$ cat config.mk
export PLATFORM = sky130hd
export DESIGN_NAME = rwtc_div
export DESIGN_NICKNAME = d
export VERILOG_FILES = /design/src/rwtc_pkg.sv /design/src/rwtc_div.sv
export SDC_FILE = /design/constraint.sdc
export NUM_CORES = 1
export LEC_CHECK = 0
export ABC_AREA = 1
export ABC_CLOCK_PERIOD_IN_PS = 5100
export BUFFER_PORTS_ARGS = -buffer_cell sky130_fd_sc_hd__buf_2
export CAP_MARGIN = 40
export CORE_ASPECT_RATIO = 2
export CORE_MARGIN = 2
export CORE_UTILIZATION = 62
export DETAILED_ROUTE_END_ITERATION = 8
export PLACE_DENSITY = 0.82
export SYNTH_ARGS = -nofsm -noshare
export SYNTH_HDL_FRONTEND = slang
export SYNTH_SLANG_ARGS = --single-unit
$ cat constraint.sdc
create_clock -name clk -period 5.1 [get_ports clk]
set_input_delay 0.765 -clock clk [delete_from_list [all_inputs] [get_ports clk]]
set_output_delay 0.765 -clock clk [all_outputs]
set_load 0.03 [all_outputs]
$ cat src/rwtc_pkg.sv
// ----------------------------------------------------------------------------
// rwtc_pkg
// Shared types and constants of the wall texture column mapper.
// ----------------------------------------------------------------------------
package rwtc_pkg;

	localparam int TEX_BITS  = 6;
	localparam int TEX_DIM   = 1 << TEX_BITS;
	localparam int TEX_AREA  = TEX_DIM * TEX_DIM;
	localparam int LOC_W     = 2 * TEX_BITS;
	localparam int ADDR_W    = LOC_W + 2;
	localparam int STEP_W    = TEX_BITS + 17;
	localparam int POS_W     = 40;
	localparam int OFF_W     = 16;
	localparam int LH_W      = 15;
	localparam int SH_W      = 13;

	localparam logic [SH_W-1:0] SH_RESET = SH_W'(480);

	localparam logic [1:0] KIND_LOAD   = 2'd0;
	localparam logic [1:0] KIND_COLUMN = 2'd1;
	localparam logic [1:0] KIND_ROW    = 2'd2;

	localparam logic [1:0] FACE_NORTH = 2'd0;
	localparam logic [1:0] FACE_SOUTH = 2'd1;
	localparam logic [1:0] FACE_EAST  = 2'd2;
	localparam logic [1:0] FACE_WEST  = 2'd3;

	typedef struct packed {
		logic [1:0]         kind;
		logic [1:0]         tex_id;
		logic [11:0]        texel_addr;
		logic signed [31:0] texel_value;
		logic               side;
		logic               dir_x_neg;
		logic               dir_y_pos;
		logic [15:0]        wall_x;
		logic [14:0]        line_height;
		logic [11:0]        first_row;
		logic [12:0]        stop_row;
		logic [11:0]        column;
	} cmd_t;

	typedef struct packed {
		logic [11:0]        row;
		logic [11:0]        pixel_column;
		logic signed [31:0] color;
		logic               write;
		logic               last;
	} pix_t;

	typedef struct packed {
		logic busy;
		logic done;
	} div_stat_t;

endpackage

$ cat src/rwtc_div.sv
// ----------------------------------------------------------------------------
// rwtc_div
// Restoring divider, one quotient bit per cycle: TEX_DIM * 65536 / divisor.
// ----------------------------------------------------------------------------
module rwtc_div (
	input  logic                            clk,
	input  logic                            arst_n,
	input  logic                            start,
	input  logic [rwtc_pkg::LH_W-1:0]       divisor,
	output rwtc_pkg::div_stat_t             stat,
	output logic [rwtc_pkg::STEP_W-1:0]     quotient
);

	localparam int CNT_W = $clog2(rwtc_pkg::STEP_W);

	logic [CNT_W-1:0]              cnt_q;
	logic [rwtc_pkg::LH_W-1:0]     div_q;
	logic [rwtc_pkg::LH_W-1:0]     rem_q;
	logic [rwtc_pkg::STEP_W-1:0]   quo_q;
	logic                          busy_q;
	logic                          done_q;
	logic                          dbit;
	logic [rwtc_pkg::LH_W:0]       rem_sh;
	logic [rwtc_pkg::LH_W:0]       rem_sub;
	logic                          qbit;

	// dividend is a single set bit at its top position
	assign dbit    = (cnt_q == CNT_W'(rwtc_pkg::STEP_W - 1));
	assign rem_sh  = {rem_q, dbit};
	assign rem_sub = rem_sh - {1'b0, div_q};
	assign qbit    = (rem_sh >= {1'b0, div_q});

	always_ff @(posedge clk or negedge arst_n) begin
		if (!arst_n) begin
			busy_q <= 1'b0;
			done_q <= 1'b0;
			cnt_q  <= '0;
		end else begin
			done_q <= 1'b0;
			if (start) begin
				busy_q <= 1'b1;
				cnt_q  <= CNT_W'(rwtc_pkg::STEP_W - 1);
			end else if (busy_q) begin
				cnt_q <= cnt_q - CNT_W'(1);
				if (cnt_q == '0) begin
					busy_q <= 1'b0;
					done_q <= 1'b1;
				end
			end
		end
	end

	always_ff @(posedge clk) begin
		if (start) begin
			div_q <= (divisor == '0) ? rwtc_pkg::LH_W'(1) : divisor;
			rem_q <= '0;
		end else if (busy_q) begin
			rem_q <= qbit ? rem_sub[rwtc_pkg::LH_W-1:0] : rem_sh[rwtc_pkg::LH_W-1:0];
			quo_q <= {quo_q[rwtc_pkg::STEP_W-2:0], qbit};
		end
	end

	assign stat.busy = busy_q;
	assign stat.done = done_q;
	assign quotient  = quo_q;

endmodule

### After elaboration in Yosys (flattened, before gate mapping)

Index checks and enable logic that the tools add are counted.

| storage, ports and cells | value |
|---|---|
| bits in registers | 60 |
| bits in latches | 0 |
| RAM bits | 0 |
| memory bits (read-only) | 0 |
| output and inout bits | 25 |
| memories kept | 0 |

| operators by class | value |
|---|---|
| $add $sub $neg | 2 |
| $mul | 0 |
| div/mod/pow operators | 0 |
| magnitude comparators | 1 |
| eq/ne operators | 1 |
| shift-type cells | 0 |
| muxes and demuxes | 9 |
| bitwise logic cells | 1 |
| reductions and logical operators | 4 |

Operators by type and width:

| kind | count |
|---|---|
| greater-or-equal comparator 16 x 15 -> 1 bit | 1 |
| logical NOT 15 bit | 1 |
| 2-to-1 mux 15 bit | 1 |
| subtractor 15 bit | 1 |
| 2-to-1 mux 5 bit | 2 |
| 2-to-1 mux 1 bit | 6 |
| == test 5 bit, second input constant | 1 |
| logical NOT 5 bit | 1 |
| subtractor 5 x 1 -> 5 bit, second input constant | 1 |
| AND reduction 2 bit | 1 |
| nonzero test 2 bit | 1 |
| NOT 1 bit | 1 |

### Logic depth before layout (Yosys ltp)

Gate-level depths: netlist of the first run.

| depth | value |
|---|---|
| depth after elaboration | 4 |
| mapped depth | 16 |
| gate-level depth less buffers | 16 |

### Worst setup path before layout of the first run

No wires, ideal clock.

| timing | value |
|---|---|
| kind | register -> register |
| start | register cnt_q[0] |
| end | register rem_q[13] (netlist bit) |
| library setup time | 0.112 ns |
| arrival | 2.164 ns |
| setup slack | 2.824 ns |
| stages on the path, launching flop included | 17 |
| cell sequence | dfrtp_1 -> inv_1 -> ha_1 -> nand4_1 -> ha_1 -> fa_1 -> inv_1 -> nand2_1 -> nand2_1 -> nand3_2 -> nand3_2 -> nand2_4 -> nand2_4 -> buf_12 -> nand3_2 -> nand2_1 -> nand2_1 |

| between the ends | value |
|---|---|
| word-level cells in the longest chain between the ends | 3 |
| elaborated cells on any way between the ends | 4 |

RTL lines:

| element | RTL line | RTL |
|---|---|---|
| start: declaration | rwtc_div.sv:16 | `logic [CNT_W-1:0] cnt_q;` |
| start signal: assignment | rwtc_div.sv:42 | `cnt_q <= CNT_W'(rwtc_pkg::STEP_W - 1);` |
| start signal: assignment | rwtc_div.sv:44 | `cnt_q <= cnt_q - CNT_W'(1);` |
| == test 5 bit | rwtc_div.sv:28 | `assign dbit = (cnt_q == CNT_W'(rwtc_pkg::STEP_W - 1));` |
| greater-or-equal comparator 16 x 15 -> 1 bit | rwtc_div.sv:31 | `assign qbit = (rem_sh >= {1'b0, div_q});` |
| named net qbit | rwtc_div.sv:25 | `logic qbit;` |
| 2-to-1 mux 15 bit | rwtc_div.sv:58 | `rem_q <= qbit ? rem_sub[rwtc_pkg::LH_W-1:0] : rem_sh[rwtc_pkg::LH_W-1:0];` |
| end signal: assignment | rwtc_div.sv:58 |  |
| end: declaration | rwtc_div.sv:18 | `logic [rwtc_pkg::LH_W-1:0] rem_q;` |

The timed path passes the listed nets, and every way through them passes these cells.
A chain may end at the register's enable or synchronous reset.

### Final worst setup path of the first run

| timing | value |
|---|---|
| start | register cnt_q[0] |
| end | register rem_q[1] (netlist bit) |

| between the ends | value |
|---|---|
| word-level cells in the longest chain between the ends | 3 |
| elaborated cells on any way between the ends | 4 |

RTL lines:

| element | RTL line |
|---|---|
| == test 5 bit * | rwtc_div.sv:28 |
| subtractor 15 bit / greater-or-equal comparator 16 x 15 -> 1 bit (equally long branches) | rwtc_div.sv:30, rwtc_div.sv:31 |
| 2-to-1 mux 15 bit * | rwtc_div.sv:58 |

Every way passes the cells marked *; elsewhere a longest branch is shown, timed or not.

==> impl_metrics.py, run 1 <==
metrics = {
    "critical_path": {
        "rr_startpoint": "cnt_q[0]$_DFFE_PN0P_",
        "start_kind": "register",
        "critPathCaptureType": "register",
        "endpoint": "rem_q[1]$_SDFFE_PP0P_",
        "rrSetupSlack_ns": 2.47,
        "crit_start": "cnt_q[0]$_DFFE_PN0P_",
        "reg2regPathDepth": 15,
        "cp.arrival_ns": 2.85,
        "critPathKind": "register to register",
        "path_max_fanout": 19,
        "worstReg2RegEnd": "rem_q[1]$_SDFFE_PP0P_",
        "crit_required_ns": 5.32,
    },
    "logic_synthesis": {
        "yosysWarnings": 0,
        "synth-seq-area-share": 0.476,
        "synthTopCellsByArea": "edfxtp_1 34%, nand2_1 13%, dfxtp_1 8.8%",
        "synth_top_cell_by_area": "edfxtp_1",
        "syn_inst": 407,
        "synth_nets": 444,
        "ys_async_sr_fraction": 0.117,
        "syn_area_per_cell_sq_um": 8.34,
        "synth_common_cells": "118 x nand2_1, 77 x inv_1, 38 x edfxtp_1",
        "synthDominantCellAreaShare": 0.336,
        "synth_enable_flop_cells": 38,
        "synth_area_sq_um": 3400,
        "synth_flop_cell": "edfxtp_1",
        "synth-seq-cells": 60,
        "synth.distinct_cells": 37,
        "synth.most_common_cell": "nand2_1",
    },
    "timing": {
        "period_share": 0.516,
        "finalSetupViolations": 0,
        "max_freq_mhz": 380,
        "hold_violations": 0,
        "slew_viol_final": 0,
        "finClkSkew_ns": 0.00636,
        "relSlewSlack": 0.577,
        "tns_ns": 0,
        "layout_setup_ws_ns": 2.47,
        "period_needed_ns": 2.63,
        "worstMarginPinSlew_ns": 0.629,
        "rsz0062_at_grt": "no",
    },
    "layout": {
        "drive_above_1_share": 0.175,
        "synthToLayoutAreaGrowth_pct": 10.4,
        "diodes": 0,
        "nets": 478,
    },
    "cts": {
        "holdBufCountCts": 0,
        "numCtsBuffers": 9,
        "cts_tree": "yes",
        "cts-root-buf": "clkbuf_8",
        "worstSkewPairLatency_ns": 0.35,
        "cts.path.max_buffers": 2,
        "cts.clk_slew.worst_paths_ns": 0.06,
        "post-cts-setup-buffer-count": 0,
        "h-tree-depth": 3,
        "cts_resized": 0,
        "clock_sinks": 60,
    },
    "floorplanning": {
        "io_pins": 43,
        "die_area_sq_um": 6120,
        "die_w_um": 56.3,
        "core_area_sq_um": 5370,
        "initial_utilization": 0.632,
        "die_h_um": 109,
        "row_count": 38,
    },
    "power_and_ir_drop": {
        "p_clk_frac": 0.201,
        "comb_power_share": 0.429,
        "p_leak_nw": 1.95,
        "p_sw_mw": 0.735,
        "sw_frac_of_total": 0.416,
        "internal-power_mw": 1.03,
        "ir_worst_vdd_uv": 334,
        "powerDensity_nw_per_um2": 471,
        "seq_power_share": 0.369,
    },
    "route": {
        "vias": 2744,
        "wl_per_cell_um": 15.3,
        "dr.first_iter.drc_count": 92,
        "viasPerCell": 5.42,
        "drt-total-wl_mm": 7.75,
        "first_pass_iters": 5,
        "ant_nets": 0,
        "route.detailed.drc": 0,
    },
    "global_route": {
        "overflow": 0,
        "antenna_found_initial": 0,
        "grt_pass1_vias": 2750,
        "grt_first_pass_wirelength_mm": 12.6,
        "grtUsageTotal": 0.280,
        "grt_max_degree": 36,
    },
    "job": {
        "drv_cap": 0,
    },
    "hold_path": {
        "hold_path_class": "primary input to asynchronous set/reset pin",
    },
    "placed_design": {
        "gp_congestion": 0.992,
        "dp_hpwl_mm": 5.93,
        "io_buffers": 42,
        "dpl_worst_slack_ns": 2.49,
    },
    "status": {
        "outcome": "finished clean",
    },
}
==> layout by cell type, fill, tap and decap left out, drive strengths merged, types with 4 or more instances in the layout <==
cell / Yosys / routed
dfrtp: 7 / 7
inv: 77 / 77
o21ai: 11 / 11
dfxtp: 15 / 15
buf: 7 / 44
nand3: 41 / 41
nor4: 4 / 4
edfxtp: 38 / 38
nand2: 123 / 123
ha: 18 / 18
nand4: 4 / 4
nor2: 17 / 17
clkbuf: 14 / 11
a21oi: 14 / 14
==> through the flow <==
| stage | power, mW | hold WS [ns] | cell area, sq um | std cells | utilization |
|---|---|---|---|---|---|
| final | 1.77 | 0.247 | 3750 | 506 | 0.698 |
| after global routing | 1.89 | 0.247 | 3750 | 506 | 0.698 |
| after floorplan | 1.25 | 0.441 | 3400 | 407 | - |
| after CTS | 1.76 | 0.239 | 3750 | 506 | 0.698 |
| after global placement | 1.38 | 0.427 | 3560 | 488 | 0.663 |
| after detailed placement | 1.40 | 0.431 | 3590 | 490 | 0.668 |
==> registers in the layout (all words and copies together), names as in the netlist <==
signal and cells:
busy_q 1, cnt_q 5, rem_q 15, done_q 1, quotient 23, div_q 15
==> critical path, stage by stage, from the launching register on <==
cell,delay (ns)
dfrtp_1,0.38
inv_1,0.14
ha_1,0.18
nand4_1,0.12
ha_1,0.23
fa_1,0.40
inv_1,0.11
nand2_1,0.05
nand2_1,0.09
nand3_2,0.09
nand3_2,0.10
nand2_4,0.15
nand2_4,0.22
nand2_1,0.08
nand3_1,0.07
o21ai_0,0.09
==> power groups by stage <==
stage / Sequential (mW) / Clock (mW) / Combinational (mW)
after floorplan: 0.670 / 0 / 0.578
after global placement: 0.656 / 0 / 0.728
after detailed placement: 0.659 / 0 / 0.744
after CTS: 0.650 / 0.359 / 0.751
after global routing: 0.657 / 0.380 / 0.855
final: 0.652 / 0.356 / 0.758
==> cell families (layout without fill, tap and decap cells) <==
group | count (synthesis) | after routing | synth area share
DFF | 60 | 60 | 0.476
xor gates and xnor gates | 4 | 4 | 0.0103
adders and majority gates | 19 | 19 | 0.0722
buffers and inverters | 98 | 137 | 0.122
and+or+nand+nor | 199 | 199 | 0.272
AOI/OAI and AO/OA | 27 | 27 | 0.0475
==> metal layers <==
layer	up-vias	GRT usage	wire, um
met5	-	0	0
met4	0	0.224	539
met3	39	0.0534	320
met2	99	0.517	4220
met1	1259	0.259	2670
li1	1347	-	-
==> final cells by class <==
type	count	area (sq um)
Fill cell	463	1620
Clock buffer	11	131
Clock inverter	5	28.8
Multi-Input combinational cell	249	1370
Tap cell	60	75.1
Inverter	77	289
Sequential cell	60	1620
Timing Repair Buffer	44	238
==> worst min path at each step <==
stage                                  to  slack (ns)  cells after the start
finish                   done_q$_DFF_PN0_        0.25                      1
global route             busy_q$_DFF_PN0_        0.25                      1
CTS                      done_q$_DFF_PN0_        0.24                      1
detailed placement  quotient[4]$_DFFE_PP_        0.43                      0
global placement    quotient[2]$_DFFE_PP_        0.43                      0
floorplan           rem_q[6]$_SDFFE_PP0P_        0.44                      2
Power figures use the tool's default switching activity.
==> run 2, diff against run 1 <==
==> config.mk (replaced) <==
export PLATFORM = sky130hd
export DESIGN_NAME = rwtc_div
export DESIGN_NICKNAME = d
export VERILOG_FILES = /design/src/rwtc_pkg.sv /design/src/rwtc_div.sv
export SDC_FILE = /design/constraint.sdc
export NUM_CORES = 1
export LEC_CHECK = 0
export ABC_AREA = 0
export ABC_CLOCK_PERIOD_IN_PS = 2490
export BUFFER_PORTS_ARGS = -buffer_cell sky130_fd_sc_hd__buf_2
export CAP_MARGIN = 40
export CORE_ASPECT_RATIO = 2
export CORE_MARGIN = 2
export CORE_UTILIZATION = 57
export DETAILED_ROUTE_END_ITERATION = 8
export PLACE_DENSITY = 0.76
export SYNTH_ARGS = -nofsm -noshare
export SYNTH_HDL_FRONTEND = slang
export SYNTH_SLANG_ARGS = --single-unit
==> constraint.sdc (replaced) <==
create_clock -name clk -period 2.49 [get_ports clk]
set_input_delay 0.3735 -clock clk [delete_from_list [all_inputs] [get_ports clk]]
set_output_delay 0.3735 -clock clk [all_outputs]
set_load 0.03 [all_outputs]
==> impl_metrics.py, run 2 <==
metrics = {
    "status": {
        "outcome": "finished with violations",
        "violations": "setup timing",
    },
    "route": {
        "vias": 2432,
        "first_pass_iters": 4,
        "route.detailed.drc": 0,
        "ant_nets": 0,
        "dr.first_iter.drc_count": 97,
        "viasPerCell": 5.86,
        "drt-total-wl_mm": 6.97,
        "wl_per_cell_um": 16.8,
    },
    "hold_path": {
        "hold_path_class": "primary input to register",
    },
    "timing": {
        "finClkSkew_ns": 0.00875,
        "period_needed_ns": 2.64,
        "period_share": 1.06,
        "layout_setup_ws_ns": -0.150,
        "finalSetupViolations": 15,
        "worstMarginPinSlew_ns": 0.654,
        "max_freq_mhz": 379,
        "hold_violations": 0,
        "slew_viol_final": 0,
        "tns_ns": -1.67,
        "relSlewSlack": 0.560,
        "rsz0062_at_grt": "yes",
    },
    "logic_synthesis": {
        "synth-seq-area-share": 0.508,
        "synth.most_common_cell": "edfxtp_1",
        "synth-seq-cells": 60,
        "synth.distinct_cells": 59,
        "synth_nets": 336,
        "synth_common_cells": "38 x edfxtp_1, 27 x nor2_1, 22 x inv_1",
        "synthTopCellsByArea": "edfxtp_1 36%, dfxtp_1 9.4%, ha_1 7.1%",
        "synth_top_cell_by_area": "edfxtp_1",
        "synth_flop_cell": "edfxtp_1",
        "ys_async_sr_fraction": 0.117,
        "syn_area_per_cell_sq_um": 10.6,
        "synth_area_sq_um": 3180,
        "synthDominantCellAreaShare": 0.359,
        "syn_inst": 299,
        "synth_enable_flop_cells": 38,
        "yosysWarnings": 0,
    },
    "critical_path": {
        "start_kind": "register",
        "critPathKind": "register to register",
        "critPathCaptureType": "register",
        "cp.arrival_ns": 2.86,
        "slowest_stage": "dfrtp_1",
        "slowest_delay_ns": 0.39,
        "crit_required_ns": 2.71,
        "path_cells": "inv_2 > ha_4 > nand4b_1 > ha_2 > fa_2 > or2b_1 > a21oi_2 > o31a_1 > or2_4 > buf_6 > mux2i_1 > a211oi_1",
        "path_max_fanout": 5,
    },
    "cts": {
        "clock_sinks": 60,
        "numCtsBuffers": 9,
        "cts_tree": "yes",
        "cts.path.max_buffers": 2,
        "h-tree-depth": 3,
        "worstSkewPairLatency_ns": 0.35,
        "cts-root-buf": "clkbuf_8",
        "cts.clk_slew.worst_paths_ns": 0.07,
    },
    "placed_design": {
        "io_buffers": 42,
        "dp_hpwl_mm": 5.00,
        "gp_congestion": 0.898,
    },
    "floorplanning": {
        "io_pins": 43,
        "initial_utilization": 0.587,
        "core_area_sq_um": 5420,
        "die_h_um": 110,
        "die_w_um": 56.8,
        "row_count": 38,
        "die_area_sq_um": 6230,
    },
    "power_and_ir_drop": {
        "p_leak_nw": 1.66,
        "powerDensity_nw_per_um2": 1110,
        "p_clk_frac": 0.224,
        "comb_power_share": 0.454,
        "internal-power_mw": 2.72,
        "ir_worst_vdd_uv": 828,
        "sw_frac_of_total": 0.362,
        "seq_power_share": 0.322,
        "finalPower_mw": 4.26,
        "p_sw_mw": 1.54,
    },
    "global_route": {
        "grt_max_degree": 40,
        "grt_first_pass_wirelength_mm": 11.4,
        "grt_pass1_vias": 2463,
        "overflow": 0,
        "antenna_found_initial": 0,
        "grtUsageTotal": 0.247,
    },
    "layout": {
        "nets": 387,
        "layout_common_cells": "42 x buf_2, 38 x edfxtp_1, 26 x nor2_1",
        "largest_reg_flops": 23,
        "layout_commonest_cell": "buf_2",
        "diodes": 0,
        "synthToLayoutAreaGrowth_pct": 20.9,
        "final.fill_count": 434,
        "drive_above_1_share": 0.307,
    },
    "job": {
        "drv_cap": 0,
    },
}
## run 2: cell types whose count changed after synthesis, moves of 5 or more
| cell | before | now |
|---|---|---|
| nand2_1 | 118 | 20 |
| inv_1 | 77 | 22 |
| nand3_1 | 33 | 3 |
| nor2_1 | 16 | 27 |
| a211oi_1 | 0 | 9 |
| mux2i_1 | 0 | 8 |
| nand3_2 | 8 | 0 |
| xnor2_1 | 2 | 9 |
| clkbuf_1 | 14 | 20 |
| nand2b_1 | 0 | 6 |
| a21o_1 | 0 | 5 |
## run 2: worst max-delay path, delay by kind of cell, from the launching register on
family / cells / cell delay, ns
buffers and inverters: 2 / 0.22
AND/OR/NAND/NOR: 3 / 0.57
adder cells (fa/ha/maj): 3 / 0.68
AO/OA/AOI/OAI: 3 / 0.45
multiplexers: 1 / 0.19
flip-flops: 1 / 0.39
## run 2: repair_timing
action | CTS | global route
endpoints found under the hold margin | 7 | 0
pin swaps | 7 | 13
endpoints found under the setup margin | 16 | 15
cloned | 0 | 0
hold buffers | 1 | 0
gates resized for setup | 10 | 6
buffers inserted | 3 | 5
## run 2: layer usage
metal  part of all wire  vias up  global-route usage
met3              0.041       27              0.0729
li1                   -     1166                   -
met4              0.052        0               0.161
met1               0.37     1164               0.242
met5                  0        -                   0
met2               0.54       75               0.440
## run 2: cells by family (layout without fill, tap and decap cells)
group | count (synthesis) | in the layout | share of synthesized area
AOI/OAI and AO/OA | 58 | 58 | 0.133
xor gates and xnor gates | 13 | 13 | 0.0358
adders and majority gates | 19 | 19 | 0.0771
buffers and inverters | 52 | 108 | 0.0751
DFF | 60 | 60 | 0.508
muxes | 10 | 10 | 0.0334
and+or+nand+nor | 87 | 87 | 0.138
## run 2: cell type report
cell class | count | area (sq um) | share of cell area
clock buffers | 10 | 138 | 0.0358
clock inverters | 6 | 77.6 | 0.0202
well taps | 60 | 75.1 | 0.0195
repair buffers | 70 | 438 | 0.114
multi-input cells | 187 | 1420 | 0.369
inverters | 22 | 82.6 | 0.0215
flip-flops and latches | 60 | 1620 | 0.420
## run 2: final timing paths
kind	from	endpoint	slack [ns]	cells past startpoint
worst max-delay path	cnt_q[0]$_DFFE_PN0P_	rem_q[6]$_SDFFE_PP0P_	-0.15	12
worst min-delay path	divisor[9]	div_q[9]$_SDFFCE_PN0P_	0.21	1
worst max register to register	cnt_q[0]$_DFFE_PN0P_	rem_q[6]$_SDFFE_PP0P_	-0.15	12
worst min register to register	quotient[20]$_DFFE_PP_	quotient[21]$_DFFE_PP_	0.45	0
max in group asynchronous	arst_n	cnt_q[0]$_DFFE_PN0P_	1.95	2
min in group asynchronous	arst_n	cnt_q[4]$_DFFE_PN0P_	0.38	2
## run 2: power groups by stage
stage / clock (mW) / combinational, mW / sequential, mW
CTS: 0.969 / 1.84 / 1.37
detailed placement: 0 / 1.75 / 1.39
global route: 1.02 / 2.12 / 1.39
global placement: 0 / 1.71 / 1.39
finish: 0.953 / 1.93 / 1.37
floorplan: 0 / 1.34 / 1.42
## run 2: through the flow
step	util	area (sq um)	hold slack (ns)	cells	worst slack, ns
after floorplan	-	3230	0.0779	299	-0.0948
after global placement	0.647	3500	0.215	391	-0.176
after detailed placement	0.647	3500	0.217	391	-0.236
after CTS	0.699	3790	0.193	411	-0.0928
after global routing	0.710	3850	0.191	415	-0.288
final	0.710	3850	0.210	415	-0.150
==> run 3, diff against run 2 <==
--- a/config.mk
+++ b/config.mk
@@ -14,6 +14,7 @@
 export CORE_UTILIZATION = 57
 export DETAILED_ROUTE_END_ITERATION = 8
 export PLACE_DENSITY = 0.76
+export SETUP_SLACK_MARGIN = 0.02
 export SYNTH_ARGS = -nofsm -noshare
 export SYNTH_HDL_FRONTEND = slang
 export SYNTH_SLANG_ARGS = --single-unit
==> impl_metrics.py, run 3 (synthesis gave the netlist of run 2 again) <==
metrics = {
    "critical_path": {
        "path_max_fanout": 5,
        "rr_startpoint": "cnt_q[0]$_DFFE_PN0P_",
        "slowest_stage": "dfrtp_1",
        "critPathCaptureType": "register",
        "reg2regPathDepth": 12,
        "crit_required_ns": 2.71,
        "crit_start": "cnt_q[0]$_DFFE_PN0P_",
        "path_delay_family": "adder cells",
        "path_cells": "inv_2 > ha_4 > nand4b_1 > ha_2 > fa_2 > or2b_1 > a21oi_2 > o31a_1 > or2_4 > buf_4 > mux2i_4 > a211oi_1",
        "cp.arrival_ns": 2.96,
        "slowest_delay_ns": 0.39,
        "critPathBufInv": 2,
        "crit_cells": 12,
        "critPathKind": "register to register",
        "start_kind": "register",
    },
    "layout": {
        "multi_input_area_sq_um": 1400,
        "nets": 400,
        "diodes": 0,
        "layout_common_cells": "42 x buf_2, 38 x edfxtp_1, 37 x buf_4",
        "drive_above_1_share": 0.321,
        "final.fill_count": 401,
        "largest_reg_flops": 23,
        "layout_commonest_cell": "buf_2",
        "synthToLayoutAreaGrowth_pct": 24.0,
        "seq_area_sq_um": 1620,
    },
    "cts": {
        "cts_tree": "yes",
        "cts.clk_slew.worst_paths_ns": 0.06,
        "worstSkewPairLatency_ns": 0.35,
        "cts.path.max_buffers": 2,
        "h-tree-depth": 3,
        "cts-root-buf": "clkbuf_8",
        "numCtsBuffers": 9,
        "clock_sinks": 60,
    },
    "power_and_ir_drop": {
        "p_leak_nw": 1.73,
        "internal-power_mw": 2.86,
        "p_sw_mw": 1.58,
        "powerDensity_nw_per_um2": 1130,
        "sw_frac_of_total": 0.356,
        "seq_power_share": 0.310,
        "comb_power_share": 0.470,
        "p_clk_frac": 0.220,
        "ir_worst_vdd_uv": 734,
    },
    "timing": {
        "finClkSkew_ns": 0.00580,
        "period_share": 1.10,
        "finalSetupViolations": 16,
        "tns_ns": -3.22,
        "worstMarginPinSlew_ns": 0.620,
        "max_freq_mhz": 365,
        "layout_setup_ws_ns": -0.253,
        "relSlewSlack": 0.583,
        "slew_viol_final": 0,
        "period_needed_ns": 2.74,
        "rsz0062_at_grt": "yes",
        "hold_violations": 0,
    },
    "floorplanning": {
        "die_h_um": 110,
        "io_pins": 43,
        "die_w_um": 56.8,
        "row_count": 38,
        "die_area_sq_um": 6230,
        "initial_utilization": 0.587,
        "core_area_sq_um": 5420,
    },
    "route": {
        "route.detailed.drc": 0,
        "vias": 2522,
        "drt-total-wl_mm": 7.29,
        "viasPerCell": 5.89,
        "wl_met3_um": 251,
        "wl_met1_mm": 2.58,
        "ant_nets": 0,
        "wl_per_cell_um": 17.0,
        "met2WireLength_mm": 4.06,
        "first_pass_iters": 4,
        "dr.first_iter.drc_count": 69,
        "top_layer_used": "met4",
    },
    "placed_design": {
        "dp_hpwl_mm": 5.04,
        "gp_congestion": 0.932,
        "dpl_worst_slack_ns": -0.219,
        "io_buffers": 42,
    },
    "global_route": {
        "grt_max_degree": 40,
        "grt_pass1_vias": 2476,
        "overflow": 0,
        "grt_first_pass_wirelength_mm": 11.4,
        "grtUsageTotal": 0.247,
        "antenna_found_initial": 0,
    },
    "status": {
        "outcome": "finished with violations",
        "violations": "setup timing",
    },
    "hold_path": {
        "whs_path_depth": 1,
        "hold_path_class": "primary input to register",
        "holdCritStartpoint": "divisor[11]",
    },
    "job": {
        "drv_cap": 0,
    },
}
## run 3: power by group through the flow
stage / Sequential [mW] / Clock, mW / Combinational (mW)
detailed placement: 1.39 / 0 / 1.78
global route: 1.40 / 1.04 / 2.27
global placement: 1.38 / 0 / 1.73
CTS: 1.37 / 0.994 / 1.90
finish: 1.38 / 0.979 / 2.09
floorplan: 1.42 / 0 / 1.34
## run 3: path summary, 6_finish.rpt
check,endpoint,slack [ns]
min,div_q[11]$_SDFFCE_PN0P_,0.21
min reg2reg,quotient[12]$_DFFE_PP_,0.45
min in group asynchronous,busy_q$_DFF_PN0_,0.38
max in group asynchronous,cnt_q[0]$_DFFE_PN0P_,1.95
max,rem_q[9]$_SDFFE_PP0P_,-0.25
max reg2reg,rem_q[9]$_SDFFE_PP0P_,-0.25
## run 3: per-stage QoR
stage	instance area, sq um	util	power, mW	hold slack, ns	cells
2_1_floorplan	3230	-	2.76	0.0779	299
3_3_place_gp	3520	0.649	3.11	0.215	393
3_5_place_dp	3520	0.649	3.16	0.217	393
4_1_cts	3890	0.717	4.27	0.199	426
5_1_grt	3950	0.728	4.70	0.206	428
6_report	3950	0.728	4.45	0.211	428
## run 3: timing repair
item | 4_1_cts | 5_1_grt
setup buffers | 16 | 2
gates resized for setup | 6 | 4
gates cloned | 0 | 1
hold buffers | 1 | 0
endpoints found under the setup margin | 15 | 16
pin swaps | 5 | 2
hold endpoints to repair | 7 | 0
## run 3: worst register-to-register path: cells and delay by family, from the launching register on
kind                       cells  cell delay, ns
adders and majority gates      3            0.72
DFF                            1            0.39
and+or+nand+nor                3            0.60
buffers and inverters          2            0.25
AOI/OAI and AO/OA              3            0.43
muxes                          1            0.24
## run 3: layout make-up
type	count	share of cell area
inverter	22	0.0209
timing repair buffer	83	0.139
clock inverter	5	0.0187
tap	60	0.0190
sequential	60	0.410
clock buffer	11	0.0384
multi-input combinational	187	0.354
## run 3: metal layers
layer | vias up | track usage
li1 | 1197 | -
met1 | 1213 | 0.239
met2 | 76 | 0.456
met3 | 36 | 0.0541
met4 | 0 | 0.161
met5 | - | 0
